==> config.mk <==
export PLATFORM = sky130hd
export DESIGN_NAME = ordered_list_deque_engine
export DESIGN_NICKNAME = d
export VERILOG_FILES = /design/src/hdl/olde_pkg.sv /design/src/hdl/olde_ram.sv /design/src/hdl/ordered_list_deque_engine.sv
export SDC_FILE = /design/constraint.sdc
export NUM_CORES = 1
export LEC_CHECK = 0
export ABC_AREA = 1
export BUFFER_PORTS_ARGS = -buffer_cell sky130_fd_sc_hd__buf_2
export CORE_MARGIN = 2
export CORE_UTILIZATION = 50
export CTS_CLUSTER_SIZE = 10
export DETAILED_ROUTE_END_ITERATION = 7
export GPL_ROUTABILITY_DRIVEN = 0
export HOLD_SLACK_MARGIN = 0.03
export PLACE_DENSITY = 0.71
export SYNTH_ARGS = -nofsm -noshare
export SYNTH_HDL_FRONTEND = slang
export SYNTH_HIERARCHICAL = 1
export SYNTH_SLANG_ARGS = --single-unit
==> constraint.sdc <==
create_clock -name clk -period 4.8 [get_ports clk]
set_clock_uncertainty 0.05 [all_clocks]
set_input_delay 0.48 -clock clk [delete_from_list [all_inputs] [get_ports clk]]
set_output_delay 0.48 -clock clk [all_outputs]
set_load 0.05 [all_outputs]
==> src/hdl/olde_pkg.sv <==
// Shared codes, widths and defaults for the ordered list deque engine.
`timescale 1ns / 1ps

package olde_pkg;

  localparam int DEF_CAPACITY   = 16;
  localparam int DEF_DATA_WIDTH = 16;

  localparam int OP_W     = 3;
  localparam int STATUS_W = 2;
  localparam int SIZE_W   = 5;

  typedef enum logic [OP_W-1:0] {
    OP_ADD_FRONT = 3'd0,
    OP_ADD_BACK  = 3'd1,
    OP_REM_FRONT = 3'd2,
    OP_REM_BACK  = 3'd3,
    OP_REM_MATCH = 3'd4,
    OP_COUNT     = 3'd5,
    OP_CLEAR     = 3'd6,
    OP_PEEK      = 3'd7
  } op_t;

  typedef enum logic [STATUS_W-1:0] {
    ST_OK        = 2'd0,
    ST_NOT_FOUND = 2'd1,
    ST_FULL      = 2'd2
  } status_t;

endpackage

==> src/hdl/olde_ram.sv <==
// Entry store: one write port, one read port, registered read data.
`timescale 1ns / 1ps

module olde_ram import olde_pkg::*; #(
  parameter int DEPTH = DEF_CAPACITY,
  parameter int WIDTH = DEF_DATA_WIDTH
) (
  input  logic                     clk,
  input  logic                     we,
  input  logic [$clog2(DEPTH)-1:0] waddr,
  input  logic [WIDTH-1:0]         wdata,
  input  logic                     re,
  input  logic [$clog2(DEPTH)-1:0] raddr,
  output logic [WIDTH-1:0]         rdata
);

  logic [WIDTH-1:0] mem [DEPTH];
  logic [WIDTH-1:0] rdata_r;

  // write port
  always_ff @(posedge clk) begin
    if (we) begin
      mem[waddr] <= wdata;
    end
  end

  // read port, registered read data
  always_ff @(posedge clk) begin
    if (re) begin
      rdata_r <= mem[raddr];
    end
  end

  assign rdata = rdata_r;

endmodule

==> src/hdl/ordered_list_deque_engine.sv <==
// Top level: bounded ordered list with deque, match-remove and count operations.
//
// Usage
//   Input words (in_operation, in_value) are taken when in_valid is high and
//   in_stall is low. Every word yields exactly one result word on the out_
//   channel: status, front and back values (zero when empty), size, and the
//   number of matches for a count operation.
//   The list lives in a ring of CAPACITY slots in a single-port-read memory.
//   Add, remove at either end, clear and peek present their result after the
//   end values are re-read from memory, one read per cycle. When the list is
//   empty afterward the reads are skipped. Count and match removal scan the
//   list one entry per cycle through the memory read port. In a match removal
//   that closes up later entries, the close-up replaces the rest of the scan.
//   One word is in work at a time; in_stall is high from accept until the
//   result is loaded into the output register, so a new word is taken at the
//   earliest in the cycle after the load. The output register holds a result
//   while out_stall is high, and the next word may be accepted then.
//   Reset (rst_n low, synchronous) empties the list and drops any pending
//   result; no memory clearing pass is needed.
`timescale 1ns / 1ps

module ordered_list_deque_engine import olde_pkg::*; #(
  parameter int CAPACITY   = DEF_CAPACITY,
  parameter int DATA_WIDTH = DEF_DATA_WIDTH
) (
  input  logic                  clk,
  input  logic                  rst_n,
  input  logic                  in_valid,
  output logic                  in_stall,
  input  logic [OP_W-1:0]       in_operation,
  input  logic [DATA_WIDTH-1:0] in_value,
  output logic                  out_valid,
  input  logic                  out_stall,
  output logic [STATUS_W-1:0]   out_status,
  output logic [DATA_WIDTH-1:0] out_front_value,
  output logic [DATA_WIDTH-1:0] out_back_value,
  output logic [SIZE_W-1:0]     out_size,
  output logic [SIZE_W-1:0]     out_match_count
);

  localparam int AW = $clog2(CAPACITY);
  localparam int CW = $clog2(CAPACITY + 1);
  localparam int SW = AW + 1;

  typedef enum logic [6:0] {
    S_IDLE    = 7'b0000001,
    S_SCAN    = 7'b0000010,
    S_SHIFT   = 7'b0000100,
    S_FETCH_F = 7'b0001000,
    S_FETCH_B = 7'b0010000,
    S_FETCH_W = 7'b0100000,
    S_DONE    = 7'b1000000
  } state_t;

  state_t              state_r, state_nxt;
  logic [AW-1:0]       front_r, front_nxt;
  logic [CW-1:0]       count_r, count_nxt;
  logic [STATUS_W-1:0] status_r, status_nxt;
  logic [DATA_WIDTH-1:0] val_r, val_nxt;
  logic                cnt_op_r, cnt_op_nxt;
  logic [CW-1:0]       iss_pos_r, iss_pos_nxt;
  logic                rd_vld_r, rd_vld_nxt;
  logic [CW-1:0]       rd_pos_r, rd_pos_nxt;
  logic [CW-1:0]       mcnt_r, mcnt_nxt;
  logic [DATA_WIDTH-1:0] fv_r, fv_nxt;
  logic [DATA_WIDTH-1:0] bv_r, bv_nxt;

  logic                out_valid_r, out_valid_nxt;
  logic [STATUS_W-1:0] out_status_r;
  logic [DATA_WIDTH-1:0] out_front_r, out_back_r;
  logic [SIZE_W-1:0]   out_size_r, out_mcnt_r;
  logic                out_load;

  logic                  mem_we, mem_re;
  logic [AW-1:0]         mem_wa, mem_ra;
  logic [DATA_WIDTH-1:0] mem_wd, mem_rd;

  // ring slot of logical position pos; sum stays below twice the capacity
  function automatic logic [AW-1:0] slot_f(input logic [AW-1:0] base,
                                           input logic [CW-1:0] pos);
    logic [SW-1:0] sum;
    sum = SW'(base) + SW'(pos);
    if (sum >= SW'(CAPACITY)) begin
      sum = sum - SW'(CAPACITY);
    end
    return AW'(sum);
  endfunction

  olde_ram #(
    .DEPTH (CAPACITY),
    .WIDTH (DATA_WIDTH)
  ) u_ram (
    .clk   (clk),
    .we    (mem_we),
    .waddr (mem_wa),
    .wdata (mem_wd),
    .re    (mem_re),
    .raddr (mem_ra),
    .rdata (mem_rd)
  );

  // sequencer: operation decode, scan, close-up and end-value fetch
  always_comb begin
    logic is_full;
    logic is_empty;
    logic hit;
    logic last;
    is_full     = (count_r == CW'(CAPACITY));
    is_empty    = (count_r == '0);
    hit         = rd_vld_r && (mem_rd == val_r);
    last        = rd_vld_r && (rd_pos_r == count_r - CW'(1));
    state_nxt   = state_r;
    front_nxt   = front_r;
    count_nxt   = count_r;
    status_nxt  = status_r;
    val_nxt     = val_r;
    cnt_op_nxt  = cnt_op_r;
    iss_pos_nxt = iss_pos_r;
    rd_vld_nxt  = 1'b0;
    rd_pos_nxt  = rd_pos_r;
    mcnt_nxt    = mcnt_r;
    fv_nxt      = fv_r;
    bv_nxt      = bv_r;
    mem_we      = 1'b0;
    mem_wa      = slot_f(front_r, rd_pos_r - CW'(1));
    mem_wd      = mem_rd;
    mem_re      = 1'b0;
    mem_ra      = slot_f(front_r, iss_pos_r);
    out_load    = 1'b0;

    case (state_r)
      S_IDLE: begin
        if (in_valid) begin
          val_nxt     = in_value;
          status_nxt  = ST_OK;
          mcnt_nxt    = '0;
          iss_pos_nxt = '0;
          cnt_op_nxt  = 1'b0;
          state_nxt   = S_FETCH_F;
          case (op_t'(in_operation))
            OP_ADD_FRONT: begin
              if (is_full) begin
                status_nxt = ST_FULL;
              end else begin
                front_nxt = (front_r == '0) ? AW'(CAPACITY - 1) : front_r - AW'(1);
                mem_we    = 1'b1;
                mem_wa    = front_nxt;
                mem_wd    = in_value;
                count_nxt = count_r + CW'(1);
              end
            end
            OP_ADD_BACK: begin
              if (is_full) begin
                status_nxt = ST_FULL;
              end else begin
                mem_we    = 1'b1;
                mem_wa    = slot_f(front_r, count_r);
                mem_wd    = in_value;
                count_nxt = count_r + CW'(1);
              end
            end
            OP_REM_FRONT: begin
              if (is_empty) begin
                status_nxt = ST_NOT_FOUND;
              end else begin
                front_nxt = (front_r == AW'(CAPACITY - 1)) ? '0 : front_r + AW'(1);
                count_nxt = count_r - CW'(1);
              end
            end
            OP_REM_BACK: begin
              if (is_empty) begin
                status_nxt = ST_NOT_FOUND;
              end else begin
                count_nxt = count_r - CW'(1);
              end
            end
            OP_REM_MATCH: begin
              if (is_empty) begin
                status_nxt = ST_NOT_FOUND;
              end else begin
                state_nxt = S_SCAN;
              end
            end
            OP_COUNT: begin
              cnt_op_nxt = 1'b1;
              if (!is_empty) begin
                state_nxt = S_SCAN;
              end
            end
            OP_CLEAR: begin
              count_nxt = '0;
              front_nxt = '0;
            end
            OP_PEEK: begin
              if (is_empty) begin
                status_nxt = ST_NOT_FOUND;
              end
            end
            default: begin
              status_nxt = ST_OK;
            end
          endcase
        end
      end

      // one read issued per cycle while entries remain and no removal hit, compare on returned word
      S_SCAN: begin
        if (!cnt_op_r && hit) begin
          iss_pos_nxt = rd_pos_r + CW'(1);
          if (last) begin
            count_nxt = count_r - CW'(1);
            state_nxt = S_FETCH_F;
          end else begin
            state_nxt = S_SHIFT;
          end
        end else begin
          if (iss_pos_r < count_r) begin
            mem_re      = 1'b1;
            iss_pos_nxt = iss_pos_r + CW'(1);
            rd_vld_nxt  = 1'b1;
            rd_pos_nxt  = iss_pos_r;
          end
          if (cnt_op_r && hit) begin
            mcnt_nxt = mcnt_r + CW'(1);
          end
          if (last) begin
            state_nxt = S_FETCH_F;
            if (!cnt_op_r) begin
              status_nxt = ST_NOT_FOUND;
            end
          end
        end
      end

      // close up: read position i+1, write it to position i next cycle
      S_SHIFT: begin
        if (iss_pos_r < count_r) begin
          mem_re      = 1'b1;
          iss_pos_nxt = iss_pos_r + CW'(1);
          rd_vld_nxt  = 1'b1;
          rd_pos_nxt  = iss_pos_r;
        end
        if (rd_vld_r) begin
          mem_we = 1'b1;
          if (last) begin
            count_nxt = count_r - CW'(1);
            state_nxt = S_FETCH_F;
          end
        end
      end

      S_FETCH_F: begin
        if (is_empty) begin
          fv_nxt    = '0;
          bv_nxt    = '0;
          state_nxt = S_DONE;
        end else begin
          mem_re    = 1'b1;
          mem_ra    = front_r;
          state_nxt = S_FETCH_B;
        end
      end

      S_FETCH_B: begin
        mem_re    = 1'b1;
        mem_ra    = slot_f(front_r, count_r - CW'(1));
        fv_nxt    = mem_rd;
        state_nxt = S_FETCH_W;
      end

      S_FETCH_W: begin
        bv_nxt    = mem_rd;
        state_nxt = S_DONE;
      end

      S_DONE: begin
        if (!out_valid_r || !out_stall) begin
          out_load  = 1'b1;
          state_nxt = S_IDLE;
        end
      end

      default: begin
        state_nxt = S_IDLE;
      end
    endcase
  end

  // output register handshake
  always_comb begin
    out_valid_nxt = out_valid_r && out_stall;
    if (out_load) begin
      out_valid_nxt = 1'b1;
    end
  end

  // control state
  always_ff @(posedge clk) begin
    if (!rst_n) begin
      state_r     <= S_IDLE;
      front_r     <= '0;
      count_r     <= '0;
      rd_vld_r    <= 1'b0;
      out_valid_r <= 1'b0;
    end else begin
      state_r     <= state_nxt;
      front_r     <= front_nxt;
      count_r     <= count_nxt;
      rd_vld_r    <= rd_vld_nxt;
      out_valid_r <= out_valid_nxt;
    end
  end

  // working payload
  always_ff @(posedge clk) begin
    status_r  <= status_nxt;
    val_r     <= val_nxt;
    cnt_op_r  <= cnt_op_nxt;
    iss_pos_r <= iss_pos_nxt;
    rd_pos_r  <= rd_pos_nxt;
    mcnt_r    <= mcnt_nxt;
    fv_r      <= fv_nxt;
    bv_r      <= bv_nxt;
  end

  // result word
  always_ff @(posedge clk) begin
    if (out_load) begin
      out_status_r <= status_r;
      out_front_r  <= fv_r;
      out_back_r   <= bv_r;
      out_size_r   <= SIZE_W'(count_r);
      out_mcnt_r   <= SIZE_W'(mcnt_r);
    end
  end

  assign in_stall        = (state_r != S_IDLE);
  assign out_valid       = out_valid_r;
  assign out_status      = out_status_r;
  assign out_front_value = out_front_r;
  assign out_back_value  = out_back_r;
  assign out_size        = out_size_r;
  assign out_match_count = out_mcnt_r;

  // checks
  a_count_bound: assert property (@(posedge clk) disable iff (!rst_n)
    count_r <= CW'(CAPACITY))
    else $error("entry count above capacity");

  a_busy_after_accept: assert property (@(posedge clk) disable iff (!rst_n)
    (in_valid && !in_stall) |=> in_stall)
    else $error("input taken again before the result was loaded");

  a_no_port_clash: assert property (@(posedge clk) disable iff (!rst_n)
    (mem_we && mem_re) |-> (mem_wa != mem_ra))
    else $error("read and write hit the same slot");

  a_result_from_done: assert property (@(posedge clk) disable iff (!rst_n)
    $rose(out_valid_r) |-> $past(state_r == S_DONE))
    else $error("result loaded outside the done state");

  a_shift_reads_ahead: assert property (@(posedge clk) disable iff (!rst_n)
    (state_r == S_SHIFT && rd_vld_r) |-> (rd_pos_r != '0))
    else $error("close-up wrote before the front");

endmodule
; Word-level counts from Yosys, hierarchy flattened
; Memory sizes are Yosys's and may differ from the RTL's. A register that Yosys moved wholly into a read port is not among the register bits.
; Index checks and enable logic that the tools add are counted.
[word_totals]
output_inout_bits = 46
in_bits = 23
regBits = 128
memories = 1
mem_bits_rw = 256
wordCells = 180
[mem_list]
columns = memory, depth, word_bits, read_ports, rd_ports_with_merged_regs, write_ports, line_no
row1 = u_ram.mem, 16, 16, 1, 1, 1, olde_ram.sv:17  ; logic [WIDTH-1:0] mem [DEPTH];
[classes]
order_cmp = 5
n_eq_ne = 33
add_sub_neg = 16
mux = 75
reduce_logical = 32
[ops]
columns = cell, n
row1 = 16-bit 2-to-1 mux, 5
row2 = 5-bit 2-to-1 mux, 13
row3 = 4-bit 2-to-1 mux, 16
row4 = 16-bit case mux with 2 select lines, 2
row5 = 7-bit case mux with 7 select lines, 1
row6 = 5-bit case mux with 3 select lines, 3
row7 = 7-bit 2-to-1 mux, 6
row8 = "2-bit != test, second input constant", 11
row9 = 4-bit by 5-bit adder with 5-bit output, 4
row10 = "5-bit by 1-bit adder with 5-bit output, second input constant", 4
row11 = "5-bit >= comparator, second input constant", 4
row12 = 5-bit case mux with 2 select lines, 2
row13 = "4-bit by 1-bit subtractor with 4-bit output, second input constant", 5
row14 = 16-bit == test, 1
row15 = 4-bit case mux with 2 select lines, 2
row16 = 1-bit 2-to-1 mux, 14
row17 = "3-bit == test, second input constant", 4
row18 = 4-bit case mux with 3 select lines, 1
row19 = 2-bit 2-to-1 mux, 5
row20 = 2-bit AND reduction, 5
row21 = 5-bit AND reduction, 2
row22 = "5-bit by 1-bit subtractor with 5-bit output, second input constant", 2
row23 = 2-bit case mux with 2 select lines, 2
row24 = 2-bit nonzero test, 4
row25 = other kinds (31), 43

; Logic depth before layout (Yosys ltp)
; Gate-level depths: netlist of the first run.
[depth]
depth_word = 8
ltp_mapped = 19
mapped_depth_nobuf = 17

; By module
; Netlist of the first run, hierarchy kept.
[modules_own_cells]
columns = module, area_per_inst_um2, seq_area_each_um2, instances, cells_each
row1 = olde_ram, 11541.1, 8167.8, 1, 1074
row2 = ordered_list_deque_engine, 6523.8, 3663.5, 1, 686

; Least setup slack after synthesis of the first run
; Ideal clock, no wire load.
[synth_path]
kind = register to register
from = register front_r[1]
to = memory u_ram/mem[12][0] in the netlist's numbering (enable)
required_time_ns = 4.362
arrival_time_ns = 3.050
n_path_buf = 0
period_less_slack_ns = 3.489
path_stages_with_launch = 12
path_slack_ns = 1.311
setup_ns = 0.388
path_cell_list = dfxtp_1 inv_1 ha_1 inv_1 ha_1 inv_1 fa_1 xor2_1 xnor2_1 o21ai_0 nand3_1 nor2_1
[synth_via]
elab_chain_cells = 7
[synth_rtl]
columns = element, line_no
row1 = "start, declared", ordered_list_deque_engine.sv:56  ; logic [AW-1:0] front_r, front_nxt;
row2 = "start signal, assigned", ordered_list_deque_engine.sv:307  ; front_r <= front_nxt;
row3 = 4-bit by 5-bit adder with 5-bit output, ordered_list_deque_engine.sv:82  ; sum = SW'(base) + SW'(pos);
row4 = 4-bit by 1-bit subtractor with 4-bit output or 5-bit >= comparator (tied branches), "ordered_list_deque_engine.sv:84, ordered_list_deque_engine.sv:83"
row5 = 4-bit 2-to-1 mux, ordered_list_deque_engine.sv:83  ; if (sum >= SW'(CAPACITY)) begin
row6 = "4-bit 2-to-1 mux, on equally long branches", "ordered_list_deque_engine.sv:153, ordered_list_deque_engine.sv:142"
row7 = 4-bit case mux with 2 select lines, ordered_list_deque_engine.sv:140  ; case (op_t'(in_operation))
row8 = 4-bit 2-to-1 mux, ordered_list_deque_engine.sv:133  ; if (in_valid) begin
row9 = 4-bit 2-to-1 mux *, ordered_list_deque_engine.sv:131  ; case (state_r)
row10 = net mem_wa[3], ordered_list_deque_engine.sv:75  ; logic [AW-1:0] mem_wa, mem_ra;
row11 = "end, declared", olde_ram.sv:17
; Mark *: on every way through the listed nets, which the timed path passes. The rest lies on a longest branch.

; Worst setup path in the final report of the first run
[layout_path]
from = register front_r[1]
to = memory u_ram/mem[11][10] in the netlist's numbering (enable)
; Same word-level chain as after synthesis.

==> results of run 1 <==
routing by layer:
| layer | part of all wire | vias up |
|---|---|---|
| li1 | - | 5933 |
| met1 | 0.43 | 5887 |
| met2 | 0.46 | 529 |
| met3 | 0.089 | 69 |
| met5 | 0 | - |
| met4 | 0.020 | 0 |
worst paths after layout:
kind | end | slack, ps | cells after the start
worst min-delay path | val_r[6]$_DFFE_PP_ | 90 | 1
worst max-delay path | u_ram/mem[11][10]$_DFFE_PP_ | 940 | 11
worst max register to register | u_ram/mem[11][10]$_DFFE_PP_ | 940 | 11
worst min register to register | out_back_value[10]$_DFFE_PP_ | 370 | 0
cell type report:
cell class                      instances  area (um^2)  share of cell area
Tap cell                              461          577              0.0285
Multi-Input combinational cell       1003         4840               0.239
Timing Repair Buffer                  102          621              0.0306
Sequential cell                       400        11800               0.584
Inverter                              297         1120              0.0551
Clock inverter                          5         90.1             0.00444
Clock buffer                           58         1200              0.0590
per-stage QoR:
| step | std cells | power [W] |
|---|---|---|
| 3_3_place_gp | 2263 | 0.00839 |
| 4_1_cts | 2326 | 0.0116 |
| 5_1_grt | 2326 | 0.0122 |
| 6_report | 2326 | 0.0116 |
| 3_5_place_dp | 2263 | 0.00849 |
| 2_1_floorplan | 1760 | 0.00737 |
cells by family after synthesis:
group,after synthesis
AND/OR/NAND/NOR,875
AO/OA/AOI/OAI,78
XOR/XNOR,22
adder cells (fa/ha/maj),28
flip-flops,400
buffers and inverters,357
power breakdown:
group          internal, W  switching (W)  total (W)
logic              0.00117        0.00284    0.00400
clock network      0.00179        0.00128    0.00307
registers          0.00431       0.000180    0.00449
flip-flops by register name (all words and copies together) (netlist names), 7 cells and up:
signal,count
bv_r,16
out_front_value,16
fv_r,16
state_r,7
u_ram/mem,256
out_back_value,16
u_ram/rdata,16
val_r,16
worst max-delay path, delay by kind of cell (launching register included):
kind                       cells  cell delay [ps]
xor gates and xnor gates       2              280
AOI/OAI and AO/OA              1              360
buffers and inverters          3              340
adders and majority gates      3              890
and+or+nand+nor                2             1020
DFF                            1              540
cell usage after synthesis, types with 3 or more instances:
master	instances
o21ai_0	24
inv_1	282
or2_2	6
inv_2	15
dfxtp_1	18
nand3_1	228
buf_2	23
o211ai_1	3
clkbuf_1	13
ha_1	24
nand4_1	15
buf_6	5
buf_4	18
o221ai_1	4
xnor2_1	11
nand3b_1	3
edfxtp_1	382
xor2_1	11
a21oi_1	17
nand2_1	488
nor2_2	5
o22ai_1	4
nor2_1	115
o21ai_1	18
fa_1	4
==> results.toml, run 1 <==
[yosys]
synth_top_cell_by_area = "edfxtp_1"
synthSimpleGateAreaFrac = 0.207
synth_area_um2 = 18100
synth_edf_count = 382
synth.distinct_cells = 43
synth_nets = 1811
synthXorXnorAreaFrac = 0.0107
postSynthCellCount = 1760
synth_top_area_frac = 0.635
synthAdderAreaFrac = 0.0211
synthFlopType = "edfxtp_1"
synth_compound_area_frac = 0.0244
synth_mux_area_frac = 0
synth_top_family_by_area = "simple AND/OR/NAND/NOR gates"
synth-async-reset-ratio = 0
ys_top_cells_by_area = "edfxtp_1, nand2_1, nand3_1, inv_1, nor2_1"
synth.yosys.seq_area_share = 0.655
syn_area_per_cell_um2 = 10.3
synth_warnings = 6
ys_ff_latch = 400

[die]
io_pins = 69
dieWidth_um = 194
rows = 69
initial_core_util = 0.508
dieHeight_um = 194
dieArea_um2 = 37700
placeableCoreArea_um2 = 35600

[clock_tree]
cts.htree.levels = 2
cts_max_path_buffers = 3
clock-root-buffer = "clkbuf_16"
cts_sinks = 400
cts_resized = 0
clkTransAtPathRegs_ps = 60
cts_setup_buffers = 0
cts_tree = "built"
cts_buffers = 46
cts_hold_buf = 0
worstSkewPairLatency_ps = 570

[global_routing]
use_met2 = 0.353
grt_max_degree = 129
gr-total-overflow = 0
globalRouteMet1Util = 0.313
met3_usage = 0.0438
antenna_found_initial = 0
grt_pass1_wl_mm = 66.1
grt_pass1_vias = 12100
grt_busiest_layer = "met2"
grt_use_total = 0.222

[sta]
drv_slew = 0
rsz0062_at_grt = "no"
worst_pin_slew_ps = 1310
fmaxAchievable_mhz = 259
fin_tns_setup_ps = 0
holdWs_ps = 86.3
setup_slack_ps = 939
min_period_ps = 3860
setup_viol = 0
period_share = 0.804
slew_headroom = 0.120
hold_viol_final = 0

[route]
dr.pass1.iters = 5
wl_per_cell_um = 18.0
ant_nets = 0
drc = 0
vias_per_cell = 5.34
via_count = 12400
totalWireLength_mm = 41.9
drt_iter0_markers = 1330

[placement]
port_buffers = 68
hpwl_mm = 26.8
place_area_um2 = 19000
place_ws_ps = 951

[cells_and_area]
final_core_util = 0.570
areaGrowthSynthToFinish_pct = 12.2
layout_common_cells = "nand2_1, edfxtp_1, inv_1, nand3_1, nor2_1"
layout.nets = 1901
drive_gt1_frac = 0.110
final_common_cell = "nand2_1"
insertedDiodeCount = 0
finalInstanceArea_um2 = 20300
fillers = 2861

[critical_path]
cp_max_fo = 16
cpPeakStageDelay_ps = 750
worstReg2RegStart = "front_r[1]$_SDFFE_PN0P_"
required_ps = 4920
crit_arrival_ps = 3980
crit_path_end_kind = "flop"
critical_path_class = "reg2reg"
crit_top_cell = "inv_1"
startpoint_type = "flop"
cp_slowest_cell = "nor2_2"
startpoint = "front_r[1]$_SDFFE_PN0P_"
path_cells = "inv_1, ha_1, inv_1, ha_1, inv_1, fa_1, xor2_1, xnor2_1, o21ai_0, nand3b_1, nor2_2"

[pwr]
p_leak_nw = 8.53
cellPowerDensity_nw_per_um2 = 570
ir_drop_uv = 476

[outcome]
status = "complete, no violations"

[run]
maxCapViolCount = 0

[worst_hold_path]
worstHoldStart = "in_value[6]"
min_path_type = "in2reg"
No activity file was read; power rests on OpenSTA's default activity.
==> run 2: changes to the inputs <==
- PLACE_DENSITY: 0.71 -> 0.73
- clock period: 4.8 -> 3.41 ns (I/O delays scaled with it)
==> run 2 against run 1 <==
Net effect: clock power is 40% higher; count of clock-buffer cells in the layout is 2 higher; non-clock buffer count is 49 higher; core utilization is 1.3 points higher; die area stayed put; critical endpoint is now u_ram/mem[7][7]$_DFFE_PP_; largest cell class unchanged.
==> results.toml, run 2 (synthesized netlist as in run 1, its figures left out) <==
[outcome]
status = "complete, no violations"

[cells_and_area]
final_common_cell = "nand2_1"
regMostFlops = "u_ram/mem"
drive_gt1_frac = 0.121
insertedDiodeCount = 0
layout_common_cells = "nand2_1, edfxtp_1, inv_1, nand3_1, nor2_1"
layout.nets = 1950
final_core_util = 0.583
largest_reg_flops = 256
areaGrowthSynthToFinish_pct = 14.8

[route]
dr.pass1.iters = 6
ant_nets = 0
drc = 0
via_count = 12800
vias_per_cell = 5.38
drt_iter0_markers = 1317
totalWireLength_mm = 43.3
wl_per_cell_um = 18.2

[critical_path]
cpPeakStageDelay_ps = 490
crit_arrival_ps = 3430
path_delay_family = "adder cells"
startpoint_type = "flop"
path_buf_inv = 4
crit_top_cell = "inv_1"
reg2reg_slack_ps = 180
critical_path_class = "reg2reg"
cp_slowest_cell = "dfxtp_1"
crit_path_end_kind = "flop"
cp_max_fo = 16
required_ps = 3610
path_cells = "inv_1, ha_1, inv_1, ha_1, inv_1, fa_1, xor2_1, xnor2_1, o21ai_1, nand3b_1, nor2_2, buf_4"

[sta]
rsz0062_at_grt = "no"
slew_headroom = 0.194
min_period_ps = 3230
worst_pin_slew_ps = 1200
period_share = 0.946
hold_viol_final = 0
fmaxAchievable_mhz = 310
setup_viol = 0
holdWs_ps = 52.5
drv_slew = 0

[die]
placeableCoreArea_um2 = 35600
dieWidth_um = 194
rows = 69
initial_core_util = 0.508
dieArea_um2 = 37700
dieHeight_um = 194
io_pins = 69

[global_routing]
grt_use_total = 0.226
grt_pass1_vias = 12400
grt_pass1_wl_mm = 67.5
antenna_found_initial = 0
gr-total-overflow = 0
grt_max_degree = 85

[pwr]
p_leak_nw = 8.78
total_power_w = 0.0167
cellPowerDensity_nw_per_um2 = 807
ir_drop_uv = 619

[clock_tree]
cts_tree = "built"
clkTransAtPathRegs_ps = 60
cts_setup_buffers = 0
cts_max_path_buffers = 3
cts.htree.levels = 2
cts_buffers = 46
clock-root-buffer = "clkbuf_16"
worstSkewPairLatency_ps = 560
cts_sinks = 400

[placement]
hpwl_mm = 28.2
port_buffers = 68

[worst_hold_path]
min_path_type = "in2reg"

[run]
maxCapViolCount = 0
run 2: changes by cell type in the layout (fill, tap and decap cells not counted), moves of 2 or more:
cell,change
dlygate4sd3_1,+16
clkbuf_1,+2
buf_12,+4
buf_4,+27
nor2_2,-6
nor2_1,+6
run 2: power breakdown:
group          switching (W)  total (W)  internal (W)
clock                0.00183    0.00429       0.00246
combinational        0.00430    0.00619       0.00189
sequential          0.000188    0.00625       0.00606
run 2: worst register-to-register path, stage by stage (launching register included):
cell	delay [ps]
dfxtp_1	490
inv_1	160
ha_1	230
inv_1	60
ha_1	140
inv_1	50
fa_1	430
xor2_1	180
xnor2_1	140
o21ai_1	150
nand3b_1	380
nor2_2	170
buf_4	270
run 2: what timing repair did:
item | 4_1_cts | 5_1_grt
gates resized for setup | 0 | 5
hold buffers | 16 | 0
setup endpoints to repair | 0 | 153
hold endpoints to repair | 16 | 0
run 2: cell type report:
class | count | area [um^2]
well taps | 461 | 577
flip-flops and latches | 400 | 11800
multi-input cells | 1003 | 4820
repair buffers | 151 | 1120
clock buffers | 60 | 1200
clock inverters | 5 | 71.3
fillers | 2797 | 14800
inverters | 297 | 1120
run 2: per-stage QoR:
| step | setup TNS [ps] | std cells | setup slack [ps] | instance area (um^2) |
|---|---|---|---|---|
| final | 0 | 2377 | 183 | 20700 |
| after global routing | 0 | 2377 | 14.3 | 20700 |
| after CTS | 0 | 2376 | 79.8 | 20700 |
| after detailed placement | 0 | 2295 | 111 | 19300 |
| after global placement | 0 | 2295 | 216 | 19300 |
| after floorplan | -9660 | 1760 | -78.7 | 18100 |
run 2: per-layer routing:
metal | wire (um) | GRT usage | vias to the layer above
met5 | 0 | 0 | -
met2 | 20600 | 0.371 | 625
met1 | 17800 | 0.312 | 6047
li1 | - | - | 6025
met3 | 3950 | 0.0407 | 83
met4 | 899 | 0.0645 | 0
run 2: worst paths after layout:
| check | from | to | cells past startpoint |
|---|---|---|---|
| worst max-delay path | front_r[0]$_SDFFE_PN0P_ | u_ram/mem[7][7]$_DFFE_PP_ | 12 |
| worst min register to register | fv_r[0]$_SDFFCE_PN0P_ | out_front_value[0]$_DFFE_PP_ | 0 |
| worst min-delay path | out_stall | out_valid$_SDFF_PN0_ | 3 |
| worst max register to register | front_r[0]$_SDFFE_PN0P_ | u_ram/mem[7][7]$_DFFE_PP_ | 12 |
==> run 3: changes to the inputs <==
- SETUP_SLACK_MARGIN: default -> 0.5
==> run 3 against run 2 <==
Net effect: global-route usage increased by 0.66 points; core utilization increased by 3.2 points; sequential cell count unchanged; non-clock buffer count increased by 43; total power increased by 7.6%; critical path type unchanged.
==> results.toml, run 3 (synthesized netlist as in run 1, its figures left out) <==
[die]
dieWidth_um = 194
dieHeight_um = 194
dieArea_um2 = 37700
io_pins = 69
placeableCoreArea_um2 = 35600
initial_core_util = 0.508
rows = 69

[cells_and_area]
final_core_util = 0.615
layout_common_cells = "nand2_1, edfxtp_1, inv_1, nand3_1, nor2_1"
regMostFlops = "u_ram/mem"
layout.nets = 1993
areaGrowthSynthToFinish_pct = 21.0
drive_gt1_frac = 0.176
final_common_cell = "nand2_1"
largest_reg_flops = 256

[clock_tree]
cts.htree.levels = 2
cts_buffers = 46
clkTransAtPathRegs_ps = 50
cts_sinks = 400
clock-root-buffer = "clkbuf_16"
worstSkewPairLatency_ps = 560
cts_max_path_buffers = 3
cts_tree = "built"

[sta]
hold_viol_final = 0
setup_slack_ps = 516
min_period_ps = 2890
holdWs_ps = 67.0
fin_tns_setup_ps = 0
fmaxAchievable_mhz = 346
drv_slew = 0
period_share = 0.849
rsz0062_at_grt = "yes"
worst_pin_slew_ps = 765
slew_headroom = 0.490
setup_viol = 0

[critical_path]
critical_path_class = "reg2reg"
startpoint_type = "flop"
required_ps = 3620
crit_arrival_ps = 3110
cp_max_fo = 8
crit_path_end_kind = "flop"
reg2reg_slack_ps = 520

[worst_hold_path]
min_path_type = "in2reg"

[route]
drt_iter0_markers = 1508
totalWireLength_mm = 47.4
dr.pass1.iters = 6
vias_per_cell = 5.57
drc = 0
ant_nets = 0
wl_per_cell_um = 19.6
via_count = 13500

[global_routing]
antenna_found_initial = 0
gr-total-overflow = 0
grt_use_total = 0.233
grt_pass1_wl_mm = 68.7
grt_max_degree = 72
grt_pass1_vias = 12600

[pwr]
total_power_w = 0.0180
cellPowerDensity_nw_per_um2 = 823
p_leak_nw = 9.20
ir_drop_uv = 703

[run]
maxCapViolCount = 0

[placement]
port_buffers = 68
place_ws_ps = 91.0
hpwl_mm = 28.3

[outcome]
status = "complete, no violations"
-- run 3: cell count changes in the layout (fill, tap and decap cells not counted), sizes merged --
cell,before,now
buf,134,170
clkbuf,61,69
clkinv,3,1
bufbuf,0,1
clkinvlp,1,2
diode,0,1
-- run 3: critical path: stages (launching register included) --
cell and delay [ps]:
dfxtp_1 320, inv_1 90, nand2_1 130, nor3_4 160, nand2_4 110, nor2_8 100, inv_2 80, nor3_4 280
inv_1 130, o21ai_1 360, nand3_2 120, buf_4 190, nor2_4 170, bufbuf_16 300
-- run 3: layout make-up --
type,count,area [um^2]
clock inverter,4,41.3
inverter,297,1130
timing repair buffer,194,1850
multi-input combinational,1003,5180
sequential,400,11800
antenna,1,2.50
fill,2581,13700
clock buffer,62,1230
tap,461,577
-- run 3: path summary, 6_finish.rpt --
check,startpoint,cells past startpoint,endpoint
hold / removal,out_stall,3,out_valid$_SDFF_PN0_
hold reg to reg,fv_r[12]$_SDFFCE_PN0P_,0,out_front_value[12]$_DFFE_PP_
setup / recovery,state_r[3]$_SDFFE_PN0P_,13,u_ram/mem[12][14]$_DFFE_PP_
setup reg to reg,state_r[3]$_SDFFE_PN0P_,13,u_ram/mem[12][14]$_DFFE_PP_
-- run 3: power by group --
group	internal (W)	switching (W)
Combinational	0.00251	0.00489
Clock	0.00250	0.00182
Sequential	0.00607	0.000221
Total	0.0111	0.00693
-- run 3: per-layer routing --
layer / global-route usage / part of all wire / wire length (um) / vias up
met5: 0 / 0 / 0 / -
met4: 0.0777 / 0.028 / 1300 / 0
met3: 0.0461 / 0.11 / 5160 / 118
met2: 0.385 / 0.48 / 22700 / 790
met1: 0.310 / 0.38 / 18200 / 6446
li1: - / - / - / 6125
-- run 3: repair_timing --
| action | 4_1_cts | 5_1_grt |
|---|---|---|
| resized for setup | 48 | 73 |
| endpoints found under the setup margin | 272 | 232 |
| buffers inserted | 16 | 17 |
| gates cloned | 6 | 12 |
| hold buffers | 16 | 0 |
| pin swaps | 8 | 21 |
| hold endpoints to repair | 16 | 0 |
-- run 3: per-stage QoR --
stage / std cells / cell area, um^2
2_1_floorplan: 1760 / 18100
3_3_place_gp: 2288 / 19400
3_5_place_dp: 2288 / 19400
4_1_cts: 2392 / 21200
5_1_grt: 2421 / 21900
6_report: 2422 / 21900
